--- src/hw/rtl/smf_pkg.sv ---
// ----------------------------------------------------------------------------
// smf_pkg: shared definitions for the sliding median / mean filter
// Default sizes, filter mode codes and the stage control struct.
// ----------------------------------------------------------------------------
`timescale 1ns / 1ps

package smf_pkg;

  // Default window length and sample value width
  localparam int DEF_WINDOW      = 5;
  localparam int DEF_VALUE_WIDTH = 32;

  // Timestamp width is fixed
  localparam int TIME_WIDTH = 32;

  // Reciprocal bits folded into the product by one divider cell
  localparam int DIV_DIGIT = 16;

  // Filter mode codes
  localparam logic MODE_MEDIAN = 1'b0;
  localparam logic MODE_MEAN   = 1'b1;

  // Control that travels with a beat down the pipeline
  typedef struct packed {
    logic vld;
    logic mode;
  } smf_ctl_t;

endpackage

--- src/hw/rtl/smf_tap_cell.sv ---
// ----------------------------------------------------------------------------
// smf_tap_cell: one tap of the sample window
// Holds one sample and hands it to its older neighbor on each accepted beat;
// ranks its incoming value against the incoming window to flag the median.
// ----------------------------------------------------------------------------
`timescale 1ns / 1ps

module smf_tap_cell #(
  parameter int WINDOW      = smf_pkg::DEF_WINDOW,
  parameter int VALUE_WIDTH = smf_pkg::DEF_VALUE_WIDTH,
  parameter int IDX         = 0
) (
  input  logic                                  clk,
  input  logic                                  rst,
  input  logic                                  shift,
  input  logic [VALUE_WIDTH-1:0]                d_value,
  input  logic [smf_pkg::TIME_WIDTH-1:0]        d_time,
  input  logic                                  d_live,
  input  logic [WINDOW-1:0][VALUE_WIDTH-1:0]    window,
  output logic [VALUE_WIDTH-1:0]                value,
  output logic [smf_pkg::TIME_WIDTH-1:0]        stamp,
  output logic                                  live,
  output logic                                  pick
);
  import smf_pkg::*;

  localparam int CNT_WIDTH = $clog2(WINDOW);
  localparam int CENTER    = WINDOW / 2;

  logic [CNT_WIDTH-1:0] rank;

  // Count entries sorting ahead of this one; equal values break by position
  always_comb begin
    rank = '0;
    for (int j = 0; j < WINDOW; j++) begin
      if (j != IDX) begin
        if (($signed(window[j]) < $signed(window[IDX])) ||
            ((window[j] == window[IDX]) && (j < IDX))) begin
          rank = rank + CNT_WIDTH'(1);
        end
      end
    end
  end

  assign pick = (rank == CNT_WIDTH'(CENTER));

  // Advance the sample on an accepted beat
  always_ff @(posedge clk) begin
    if (rst) begin
      live <= 1'b0;
    end else if (shift) begin
      live <= d_live;
    end
  end

  always_ff @(posedge clk) begin
    if (shift) begin
      value <= d_value;
      stamp <= d_time;
    end
  end

endmodule

--- src/hw/rtl/smf_div_cell.sv ---
// ----------------------------------------------------------------------------
// smf_div_cell: one stage of the divide-by-window pipeline
// Multiplies the biased window sum by one slice of the window reciprocal,
// adds it into the running product and carries the median and timestamp.
// ----------------------------------------------------------------------------
`timescale 1ns / 1ps

module smf_div_cell #(
  parameter int VALUE_WIDTH = smf_pkg::DEF_VALUE_WIDTH,
  parameter int ACC_WIDTH   = smf_pkg::DEF_VALUE_WIDTH + 8,
  parameter int PROD_WIDTH  = smf_pkg::DEF_VALUE_WIDTH + 8 + 3 * smf_pkg::DIV_DIGIT,
  parameter int OFFSET      = 0,
  parameter logic [smf_pkg::DIV_DIGIT-1:0] FACTOR = '0
) (
  input  logic                           clk,
  input  logic                           rst,
  input  logic                           load,
  input  smf_pkg::smf_ctl_t              ctl_in,
  input  logic [ACC_WIDTH-1:0]           work_in,
  input  logic [PROD_WIDTH-1:0]          prod_in,
  input  logic [VALUE_WIDTH-1:0]         med_in,
  input  logic [smf_pkg::TIME_WIDTH-1:0] time_in,
  output smf_pkg::smf_ctl_t              ctl,
  output logic [ACC_WIDTH-1:0]           work,
  output logic [PROD_WIDTH-1:0]          prod,
  output logic [VALUE_WIDTH-1:0]         med,
  output logic [smf_pkg::TIME_WIDTH-1:0] stamp
);
  import smf_pkg::*;

  localparam int MUL_WIDTH = ACC_WIDTH + DIV_DIGIT;

  logic [MUL_WIDTH-1:0]  part;
  logic [PROD_WIDTH-1:0] prod_next;

  // Multiply by this cell's reciprocal slice and accumulate at its offset
  assign part      = MUL_WIDTH'(work_in) * MUL_WIDTH'(FACTOR);
  assign prod_next = prod_in + (PROD_WIDTH'(part) << OFFSET);

  // Hold the beat unless the next stage frees up
  always_ff @(posedge clk) begin
    if (rst) begin
      ctl.vld <= 1'b0;
    end else if (load) begin
      ctl.vld <= ctl_in.vld;
    end
  end

  always_ff @(posedge clk) begin
    if (load) begin
      ctl.mode <= ctl_in.mode;
      work     <= work_in;
      prod     <= prod_next;
      med      <= med_in;
      stamp    <= time_in;
    end
  end

endmodule

--- src/hw/rtl/sliding_median_or_mean_filter_core.sv ---
// ----------------------------------------------------------------------------
// sliding_median_or_mean_filter_core: sliding median / mean over a window
// Chain of tap cells holds the window; a chain of divider cells floors the
// running window sum by the window length while the median rides along.
// ----------------------------------------------------------------------------
// Throughput: one sample per cycle while sample_stall is low; a sample whose
// window is full gives a beat, which passes the front stage and then STAGES
//   divider cells, STAGES being ceil((VALUE_WIDTH + 9) / 16), to the result.
// The reciprocal multiply folds sixteen bits per cell and sets STAGES.
// Reset empties the window, sets median mode and drops every beat in flight.
`timescale 1ns / 1ps

module sliding_median_or_mean_filter_core #(
  parameter int WINDOW      = smf_pkg::DEF_WINDOW,
  parameter int VALUE_WIDTH = smf_pkg::DEF_VALUE_WIDTH
) (
  input  logic                           clk,
  input  logic                           rst,
  input  logic                           cfg_wr_en,
  input  logic                           cfg_wr_data,
  input  logic                           sample_valid,
  output logic                           sample_stall,
  input  logic signed [VALUE_WIDTH-1:0]  sample_value,
  input  logic [smf_pkg::TIME_WIDTH-1:0] sample_time,
  input  logic                           new_series,
  output logic                           result_valid,
  input  logic                           result_stall,
  output logic signed [VALUE_WIDTH-1:0]  filtered_value,
  output logic [smf_pkg::TIME_WIDTH-1:0] center_time
);
  import smf_pkg::*;

  localparam int SUM_WIDTH   = VALUE_WIDTH + 4;
  localparam int ACC_WIDTH   = SUM_WIDTH + 4;
  localparam int LOG_WIN     = $clog2(WINDOW);
  localparam int RSHIFT      = ACC_WIDTH + LOG_WIN;
  localparam int RECIP_WIDTH = ACC_WIDTH + 1;
  localparam int STAGES      = (RECIP_WIDTH + DIV_DIGIT - 1) / DIV_DIGIT;
  localparam int RECIP_PAD   = STAGES * DIV_DIGIT;
  localparam int PROD_WIDTH  = ACC_WIDTH + RECIP_PAD;
  localparam int CENTER      = WINDOW / 2;
  // Offset that keeps the biased sum positive; a multiple of the window length
  // times a power of two at or above VALUE_WIDTH, so low quotient bits are exact
  localparam logic [ACC_WIDTH-1:0] BIAS = ACC_WIDTH'(WINDOW) << (SUM_WIDTH - 1);
  localparam logic [WINDOW-1:0]    LIVE_TOP = {1'b1, {(WINDOW-1){1'b0}}};
  // Rounded-up reciprocal; exact floor for every biased sum below 2^ACC_WIDTH
  localparam logic [63:0] RECIP_FULL =
    ((64'd1 << RSHIFT) + 64'(WINDOW - 1)) / 64'(WINDOW);
  localparam logic [RECIP_PAD-1:0] RECIP = RECIP_PAD'(RECIP_FULL);

  logic filter_mode;
  logic accept;
  logic full_next;

  logic [WINDOW-1:0][VALUE_WIDTH-1:0] cur_value, nxt_value;
  logic [WINDOW-1:0][TIME_WIDTH-1:0]  cur_time, nxt_time;
  logic [WINDOW-1:0]                  cur_live, nxt_live, pick;

  logic [VALUE_WIDTH-1:0] med_value;
  logic [ACC_WIDTH-1:0]   acc, acc_next, new_ext, old_ext;

  smf_ctl_t               front_ctl;
  logic [ACC_WIDTH-1:0]   front_work;
  logic [VALUE_WIDTH-1:0] front_med;
  logic [TIME_WIDTH-1:0]  front_time;

  smf_ctl_t               ctl   [0:STAGES];
  logic [ACC_WIDTH-1:0]   work  [0:STAGES];
  logic [PROD_WIDTH-1:0]  prod  [0:STAGES];
  logic [VALUE_WIDTH-1:0] med   [0:STAGES];
  logic [TIME_WIDTH-1:0]  stamp [0:STAGES];
  logic [STAGES:0]        adv;

  // Mode register
  always_ff @(posedge clk) begin
    if (rst) begin
      filter_mode <= MODE_MEDIAN;
    end else if (cfg_wr_en) begin
      filter_mode <= cfg_wr_data;
    end
  end

  // Stage advance: a stage loads when empty or when its successor moves
  assign adv[STAGES] = ~result_stall;
  for (genvar k = 0; k < STAGES; k++) begin : g_adv
    assign adv[k] = ~ctl[k].vld | adv[k+1];
  end

  assign sample_stall = ~adv[0];
  assign accept       = sample_valid & adv[0];

  // Window chain: each tap takes its younger neighbor, the youngest the input
  for (genvar i = 0; i < WINDOW; i++) begin : g_tap
    if (i == WINDOW - 1) begin : g_top
      assign nxt_value[i] = sample_value;
      assign nxt_time[i]  = sample_time;
      assign nxt_live[i]  = 1'b1;
    end else begin : g_mid
      assign nxt_value[i] = cur_value[i+1];
      assign nxt_time[i]  = cur_time[i+1];
      assign nxt_live[i]  = cur_live[i+1] & ~new_series;
    end

    smf_tap_cell #(
      .WINDOW      (WINDOW),
      .VALUE_WIDTH (VALUE_WIDTH),
      .IDX         (i)
    ) u_tap (
      .clk     (clk),
      .rst     (rst),
      .shift   (accept),
      .d_value (nxt_value[i]),
      .d_time  (nxt_time[i]),
      .d_live  (nxt_live[i]),
      .window  (nxt_value),
      .value   (cur_value[i]),
      .stamp   (cur_time[i]),
      .live    (cur_live[i]),
      .pick    (pick[i])
    );
  end

  assign full_next = &nxt_live;

  // Select the tap whose rank is the middle one
  always_comb begin
    med_value = '0;
    for (int i = 0; i < WINDOW; i++) begin
      med_value = med_value | ({VALUE_WIDTH{pick[i]}} & nxt_value[i]);
    end
  end

  // Running biased sum: add the entering sample, drop the leaving live one
  assign new_ext  = {{(ACC_WIDTH-VALUE_WIDTH){sample_value[VALUE_WIDTH-1]}}, sample_value};
  assign old_ext  = cur_live[0] ?
                    {{(ACC_WIDTH-VALUE_WIDTH){cur_value[0][VALUE_WIDTH-1]}}, cur_value[0]} :
                    '0;
  assign acc_next = new_series ? (BIAS + new_ext) : (acc + new_ext - old_ext);

  always_ff @(posedge clk) begin
    if (rst) begin
      acc <= BIAS;
    end else if (accept) begin
      acc <= acc_next;
    end
  end

  // Front stage: capture the beat for the divider chain
  always_ff @(posedge clk) begin
    if (rst) begin
      front_ctl.vld <= 1'b0;
    end else if (adv[0]) begin
      front_ctl.vld <= accept & full_next;
    end
  end

  always_ff @(posedge clk) begin
    if (accept) begin
      front_ctl.mode <= filter_mode;
      front_work     <= acc_next;
      front_med      <= med_value;
      front_time     <= nxt_time[CENTER];
    end
  end

  assign ctl[0]   = front_ctl;
  assign work[0]  = front_work;
  assign prod[0]  = '0;
  assign med[0]   = front_med;
  assign stamp[0] = front_time;

  // Divider chain: one reciprocal slice per cell
  for (genvar k = 1; k <= STAGES; k++) begin : g_div
    smf_div_cell #(
      .VALUE_WIDTH (VALUE_WIDTH),
      .ACC_WIDTH   (ACC_WIDTH),
      .PROD_WIDTH  (PROD_WIDTH),
      .OFFSET      ((k - 1) * DIV_DIGIT),
      .FACTOR      (RECIP[(k-1)*DIV_DIGIT +: DIV_DIGIT])
    ) u_div (
      .clk     (clk),
      .rst     (rst),
      .load    (adv[k]),
      .ctl_in  (ctl[k-1]),
      .work_in (work[k-1]),
      .prod_in (prod[k-1]),
      .med_in  (med[k-1]),
      .time_in (stamp[k-1]),
      .ctl     (ctl[k]),
      .work    (work[k]),
      .prod    (prod[k]),
      .med     (med[k]),
      .stamp   (stamp[k])
    );
  end

  // Result beat from the last cell
  assign result_valid   = ctl[STAGES].vld;
  assign filtered_value = (ctl[STAGES].mode == MODE_MEAN) ?
                          prod[STAGES][RSHIFT +: VALUE_WIDTH] : med[STAGES];
  assign center_time    = stamp[STAGES];

`ifndef ASSERT_OFF
  a_no_beat_unfilled: assert property (@(posedge clk) disable iff (rst)
    accept && !full_next |=> !front_ctl.vld)
    else $error("front stage took a beat from a window that was not full");

  a_series_restart: assert property (@(posedge clk) disable iff (rst)
    accept && new_series |=> cur_live == LIVE_TOP)
    else $error("new series left stale taps live");

  a_flow_when_drained: assert property (@(posedge clk) disable iff (rst)
    adv[STAGES] |-> !sample_stall)
    else $error("input stalled while the output side moves");

  a_single_median: assert property (@(posedge clk) disable iff (rst)
    accept && full_next |-> $onehot(pick))
    else $error("median select is not one tap");

  a_front_hold: assert property (@(posedge clk) disable iff (rst)
    front_ctl.vld && !adv[1] |=> front_ctl.vld && $stable(front_work))
    else $error("front stage lost a blocked beat");
`endif

endmodule
--- config.mk ---
export PLATFORM = sky130hd
export DESIGN_NAME = sliding_median_or_mean_filter_core
export DESIGN_NICKNAME = d
export VERILOG_FILES = /design/src/hw/rtl/smf_pkg.sv /design/src/hw/rtl/smf_tap_cell.sv /design/src/hw/rtl/smf_div_cell.sv /design/src/hw/rtl/sliding_median_or_mean_filter_core.sv
export SDC_FILE = /design/constraint.sdc
export NUM_CORES = 2
export LEC_CHECK = 0
export ABC_AREA = 1
export BUFFER_PORTS_ARGS = -buffer_cell sky130_fd_sc_hd__buf_2
export CORE_ASPECT_RATIO = 1.5
export CORE_MARGIN = 2
export CORE_UTILIZATION = 30
export DETAILED_ROUTE_END_ITERATION = 6
export GPL_TIMING_DRIVEN = 0
export HOLD_SLACK_MARGIN = 0.03
export PLACE_DENSITY_LB_ADDON = 0.1
export SYNTH_ARGS = -nofsm -noshare
export SYNTH_HDL_FRONTEND = slang
export SYNTH_HIERARCHICAL = 1
export SYNTH_SLANG_ARGS = --single-unit
--- constraint.sdc ---
create_clock -name clk -period 15.8 [get_ports clk]
set_clock_uncertainty 0.05 [all_clocks]
set_input_delay 2.37 -clock clk [delete_from_list [all_inputs] [get_ports clk]]
set_output_delay 2.37 -clock clk [all_outputs]
set_load 0.02 [all_outputs]
* Yosys cells after proc, flatten, opt, wreduce, memory -nomap -nowiden
Cells that the tools add are included.
Cells by class: bitwise operators 24, order comparisons 20, multiplexer cells 23, add/subtract/negate cells 20, shift-type cells 0, reductions and logical operators 11, div/mod/pow operators 0, $mul 3, equal/unequal tests 15
Operators by type and width (count):
- $lt A32 B32 Y1 | 20
- $eq A32 B32 Y1 | 10
- $and A32 B32 Y32 | 5
- $or A32 B32 Y32 | 4
- $mux W40 | 2
- $add A73 B75 Y75 | 1
- $add A56 B72 Y73 | 1
- $mul A40 B16 Y56 const B | 1
- $mul A40 B15 Y55 const B | 1
- $add A3 B1 Y3 const B | 15
- $mux W3 | 15
- $mul A40 B9 Y43 const B | 1
- $add A39 B32 Y40 const A | 1
- $add A40 B40 Y40 | 1
- $sub A40 B40 Y40 | 1
- $mux W32 | 1
- $eq A3 B2 Y1 const B | 5
- $logic_or A1 B1 Y1 | 10
- $and A1 B1 Y1 | 6
- $not A1 Y1 | 6
- $mux W1 | 5
- $reduce_and A4 Y1 | 1
- $or A1 B1 Y1 | 3
Storage, ports and cells: register bits 857, memories 0, bits in read-only memories 0, latch bits 0, RAM bits 0, bits of input ports 71

* Longest topological paths before layout
depth after elaboration 15, depth in mapped cells 38, depth with buffers taken out 38

* Modules after synthesis
The synthesis kept the hierarchy.
By module, submodules not included:
- smf_div_cell at g_div[1].u_div | sequential area each 5815.6 um^2, times used 1, cells each 3321, area an instance 25135.4 um^2
- smf_div_cell at g_div[2].u_div | sequential area each 5815.6 um^2, times used 1, cells each 2872, area an instance 22994.6 um^2
- smf_div_cell at g_div[3].u_div | sequential area each 5815.6 um^2, times used 1, cells each 2386, area an instance 18407.7 um^2
- sliding_median_or_mean_filter_core | sequential area each 3993.8 um^2, times used 1, cells each 1519, area an instance 11069.4 um^2
- smf_tap_cell at g_tap[4].u_tap | sequential area each 1941.9 um^2, times used 1, cells each 537, area an instance 5147.4 um^2
- smf_tap_cell at g_tap[3].u_tap | sequential area each 1941.9 um^2, times used 1, cells each 537, area an instance 5141.2 um^2
- smf_tap_cell at g_tap[2].u_tap | sequential area each 1941.9 um^2, times used 1, cells each 528, area an instance 5098.6 um^2
- smf_tap_cell at g_tap[1].u_tap | sequential area each 1941.9 um^2, times used 1, cells each 513, area an instance 5039.8 um^2
- smf_tap_cell at g_tap[0].u_tap | sequential area each 1941.9 um^2, times used 1, cells each 515, area an instance 5026.1 um^2

* Worst setup path after synthesis
Ideal clock, no wire load.
path kind input to register, from input result_stall, to register g_div[1].u_div/ctl[0] (netlist name), arrival time 6.707 ns, library setup time 2.040 ns, stages on the path 1, path buffers 0, path slack 7.004 ns, cell sequence nand3_1
Between the ends: longest elaborated chain between the ends 3
RTL lines:
- start: declaration | RTL line sliding_median_or_mean_filter_core.sv:27 | input logic result_stall,
- $not A1 Y1 | RTL line sliding_median_or_mean_filter_core.sv:84 | assign adv[STAGES] = ~result_stall;
- $or A1 B1 Y1 (2 in series) | RTL line sliding_median_or_mean_filter_core.sv:86 | assign adv[k] = ~ctl[k].vld | adv[k+1];
No other way between the ends. A chain may end at the register's enable or synchronous reset.

* Worst setup path in the final report
from register g_div[1].u_div.work[14], to register g_div[2].u_div.prod[71], data pin
Between the ends: longest elaborated chain between the ends 2
RTL lines:
- start: declaration | RTL line smf_div_cell.sv:24 | output logic [ACC_WIDTH-1:0] work,
- start signal: assignment | RTL line smf_div_cell.sv:52 | work <= work_in;
- $mul A40 B16 Y56 | RTL line smf_div_cell.sv:37 | assign part = MUL_WIDTH'(work_in) * MUL_WIDTH'(FACTOR);
- $add A56 B72 Y73 | RTL line smf_div_cell.sv:38 | assign prod_next = prod_in + (PROD_WIDTH'(part) << OFFSET);
- named net g_div[2].u_div.prod_next[71] | RTL line smf_div_cell.sv:34 | logic [PROD_WIDTH-1:0] prod_next;
- end signal: assignment | RTL line smf_div_cell.sv:53 | prod <= prod_next;
- end: declaration | RTL line smf_div_cell.sv:25 | output logic [PROD_WIDTH-1:0] prod,
The timed path passes the listed nets, and every way through them passes these cells.

==> run_summary.xml <==
<?xml version="1.0" encoding="UTF-8"?>
<metrics>
  <group name="status">
    <metric name="run_status" unit="">finished, violations left</metric>
    <metric name="failing_checks" unit="">capacitance limit, slew limit</metric>
  </group>
  <group name="worst_hold_path">
    <metric name="hold_path.class" unit="">flop to flop</metric>
  </group>
  <group name="sta">
    <metric name="timing.final.crit_period" unit="ns">8.236</metric>
    <metric name="unrepaired_setup_endpoints_after_global_routing" unit="">false</metric>
    <metric name="tcrit_tclk_final" unit="%">52.13</metric>
    <metric name="tns" unit="ns">0</metric>
    <metric name="slew_headroom" unit="%">-1.325</metric>
    <metric name="hold_viol_final" unit="">0</metric>
    <metric name="finalMaxSlewViolations" unit="">3</metric>
    <metric name="setup_viol" unit="">0</metric>
    <metric name="max_freq" unit="GHz">0.1214</metric>
    <metric name="worst_pin_slew" unit="ns">1.506</metric>
  </group>
  <group name="cts">
    <metric name="postCtsResizedCells" unit="">0</metric>
    <metric name="reg_clk_slew_reported_paths" unit="ns">0.06</metric>
    <metric name="cts_buffer_depth" unit="">3</metric>
    <metric name="cts_buffers" unit="">93</metric>
    <metric name="insertion_delay" unit="ns">0.77</metric>
    <metric name="post_cts_hold_buffer_count" unit="">0</metric>
    <metric name="cts_tree" unit="">built</metric>
    <metric name="clock_sinks" unit="">788</metric>
    <metric name="htree_num_levels" unit="">3</metric>
    <metric name="cts_setup_buffers" unit="">0</metric>
    <metric name="clock-root-buffer" unit="">clkbuf_16</metric>
  </group>
  <group name="place">
    <metric name="input_output_buffers" unit="">135</metric>
    <metric name="hpwl" unit="um">305700</metric>
    <metric name="gp_routability_congestion" unit="">0.9539</metric>
  </group>
  <group name="drt">
    <metric name="drc" unit="">0</metric>
    <metric name="postRouteAntennaNets" unit="">0</metric>
    <metric name="postRouteWirelength" unit="um">353500</metric>
    <metric name="firstDrtPassIters" unit="">6</metric>
    <metric name="routed_wire_length_per_instance" unit="um">21.95</metric>
    <metric name="detailroute.via_count" unit="">74900</metric>
    <metric name="detailedRoute.firstIterationViolations" unit="">3855</metric>
    <metric name="vias_per_cell" unit="">4.651</metric>
  </group>
  <group name="synth">
    <metric name="synth.yosys.warnings" unit="">6</metric>
    <metric name="postSynthCellCount" unit="">11640</metric>
    <metric name="syn-cell-area" unit="um2">91150</metric>
    <metric name="syn_area_per_cell" unit="um2">7.833</metric>
  </group>
  <group name="cells_and_area">
    <metric name="area.growth.synth_to_final" unit="%">10.54</metric>
    <metric name="area_of_the_multi_input_gates" unit="um2">58150</metric>
    <metric name="layout_commonest_cell" unit="">nand2_1</metric>
    <metric name="layout.cells.most_common_list" unit="">nand2_1 (3023), inv_1 (2683), ha_1 (1486)</metric>
    <metric name="final.fill_count" unit="">32050</metric>
    <metric name="area.sequential" unit="um2">23160</metric>
    <metric name="final_layout_size_suffix_gt1_share" unit="%">5.296</metric>
    <metric name="layout.nets" unit="">14110</metric>
  </group>
  <group name="global_route">
    <metric name="grt_pass1_wl" unit="um">514600</metric>
    <metric name="number_of_antenna_violations_at_the_first_check_in_global_routing" unit="">29</metric>
    <metric name="first_global_vias" unit="">78270</metric>
    <metric name="track_usage" unit="%">22.88</metric>
    <metric name="maximum_number_of_pins_on_one_net_before_global_route_repair" unit="">112</metric>
    <metric name="globalRouteOverflowTotal" unit="">0</metric>
  </group>
  <group name="worst_setup_path">
    <metric name="timing.critical_path.from_type" unit="">flop</metric>
    <metric name="critPathCaptureType" unit="">flop</metric>
    <metric name="path_buf_inv" unit="">7</metric>
    <metric name="slowest_stage" unit="">edfxtp_1</metric>
    <metric name="worstPathRequired" unit="ns">16.21</metric>
    <metric name="timing_worst_setup_path_type" unit="">flop to flop</metric>
    <metric name="r2r_slack" unit="ns">7.56</metric>
    <metric name="critical_path_peak_fanout" unit="">5</metric>
    <metric name="cp.arrival" unit="ns">8.65</metric>
    <metric name="critical_path.top_delay_family" unit="">adder cells</metric>
    <metric name="critical_path.max_stage_delay" unit="ns">0.83</metric>
    <metric name="cpMostUsedCell" unit="">nand2_1</metric>
  </group>
  <group name="floorplan">
    <metric name="start_util" unit="%">30.19</metric>
    <metric name="num_rows" unit="">247</metric>
    <metric name="floorplan.io_pins" unit="">137</metric>
    <metric name="fp.dieH" unit="um">679.1</metric>
    <metric name="fp.coreArea" unit="um2">301900</metric>
    <metric name="chipWidth" unit="um">454.1</metric>
    <metric name="floorplan.die_area" unit="um2">308300</metric>
  </group>
  <group name="run">
    <metric name="max_cap_violations" unit="">1</metric>
  </group>
</metrics>
[flip-flops by register name, summed over array words and instances, names as in the netlist, 40 cells and up]
| name | flops |
|---|---|
| g_div.u_div/stamp | 96 |
| g_tap.u_tap/value | 160 |
| acc | 40 |
| g_div.u_div/med | 96 |
| g_tap.u_tap/stamp | 64 |
| g_div.u_div/work | 80 |
| front_work | 40 |
| g_div.u_div/prod | 134 |
[worst paths after layout]
check	cells after the start	end	start
setup / recovery	32	g_div[2].u_div/prod[71]	g_div[1].u_div/work[14]
hold / removal	0	g_div[1].u_div/med[0]	front_med[0]
setup reg to reg	32	g_div[2].u_div/prod[71]	g_div[1].u_div/work[14]
hold reg to reg	0	g_div[1].u_div/med[0]	front_med[0]
[cell type report]
cell class | instances | share of cell area (%)
clock inverter | 70 | 0.6756
inverter | 2731 | 10.18
timing repair buffer | 144 | 0.9090
tap | 3984 | 4.947
multi-input combinational | 8224 | 57.71
clock buffer | 103 | 2.368
antenna | 16 | 0.03974
buffer | 43 | 0.1788
sequential | 788 | 22.99
[through the flow]
| stage | instances | utilization (%) | instance area (um2) | setup WS [ns] | hold slack, ns |
|---|---|---|---|---|---|
| detailed placement | 15910 | 32.34 | 97650 | 7.182 | 0.3545 |
| global route | 16090 | 33.36 | 100700 | 7.244 | 0.3056 |
| floorplan | 11790 | - | 91710 | 7.909 | 0.3503 |
| global placement | 15910 | 32.25 | 97370 | 3.535 | 0.3502 |
| CTS | 16090 | 33.36 | 100700 | 7.547 | 0.2945 |
| finish | 16100 | 33.37 | 100800 | 7.564 | 0.3069 |
[metal layers]
layer | GRT usage (%) | vias up | share of wire (%)
li1 | - | 37460 | -
met1 | 23.73 | 35530 | 37
met2 | 43.81 | 1334 | 53
met3 | 1.655 | 575 | 2.4
met4 | 14.57 | 2 | 7.5
met5 | 0 | - | 0.0025
Power is left out: the tool's default activity adds up to more than one toggle a clock period on the data nets, which glitch-free logic cannot reach.
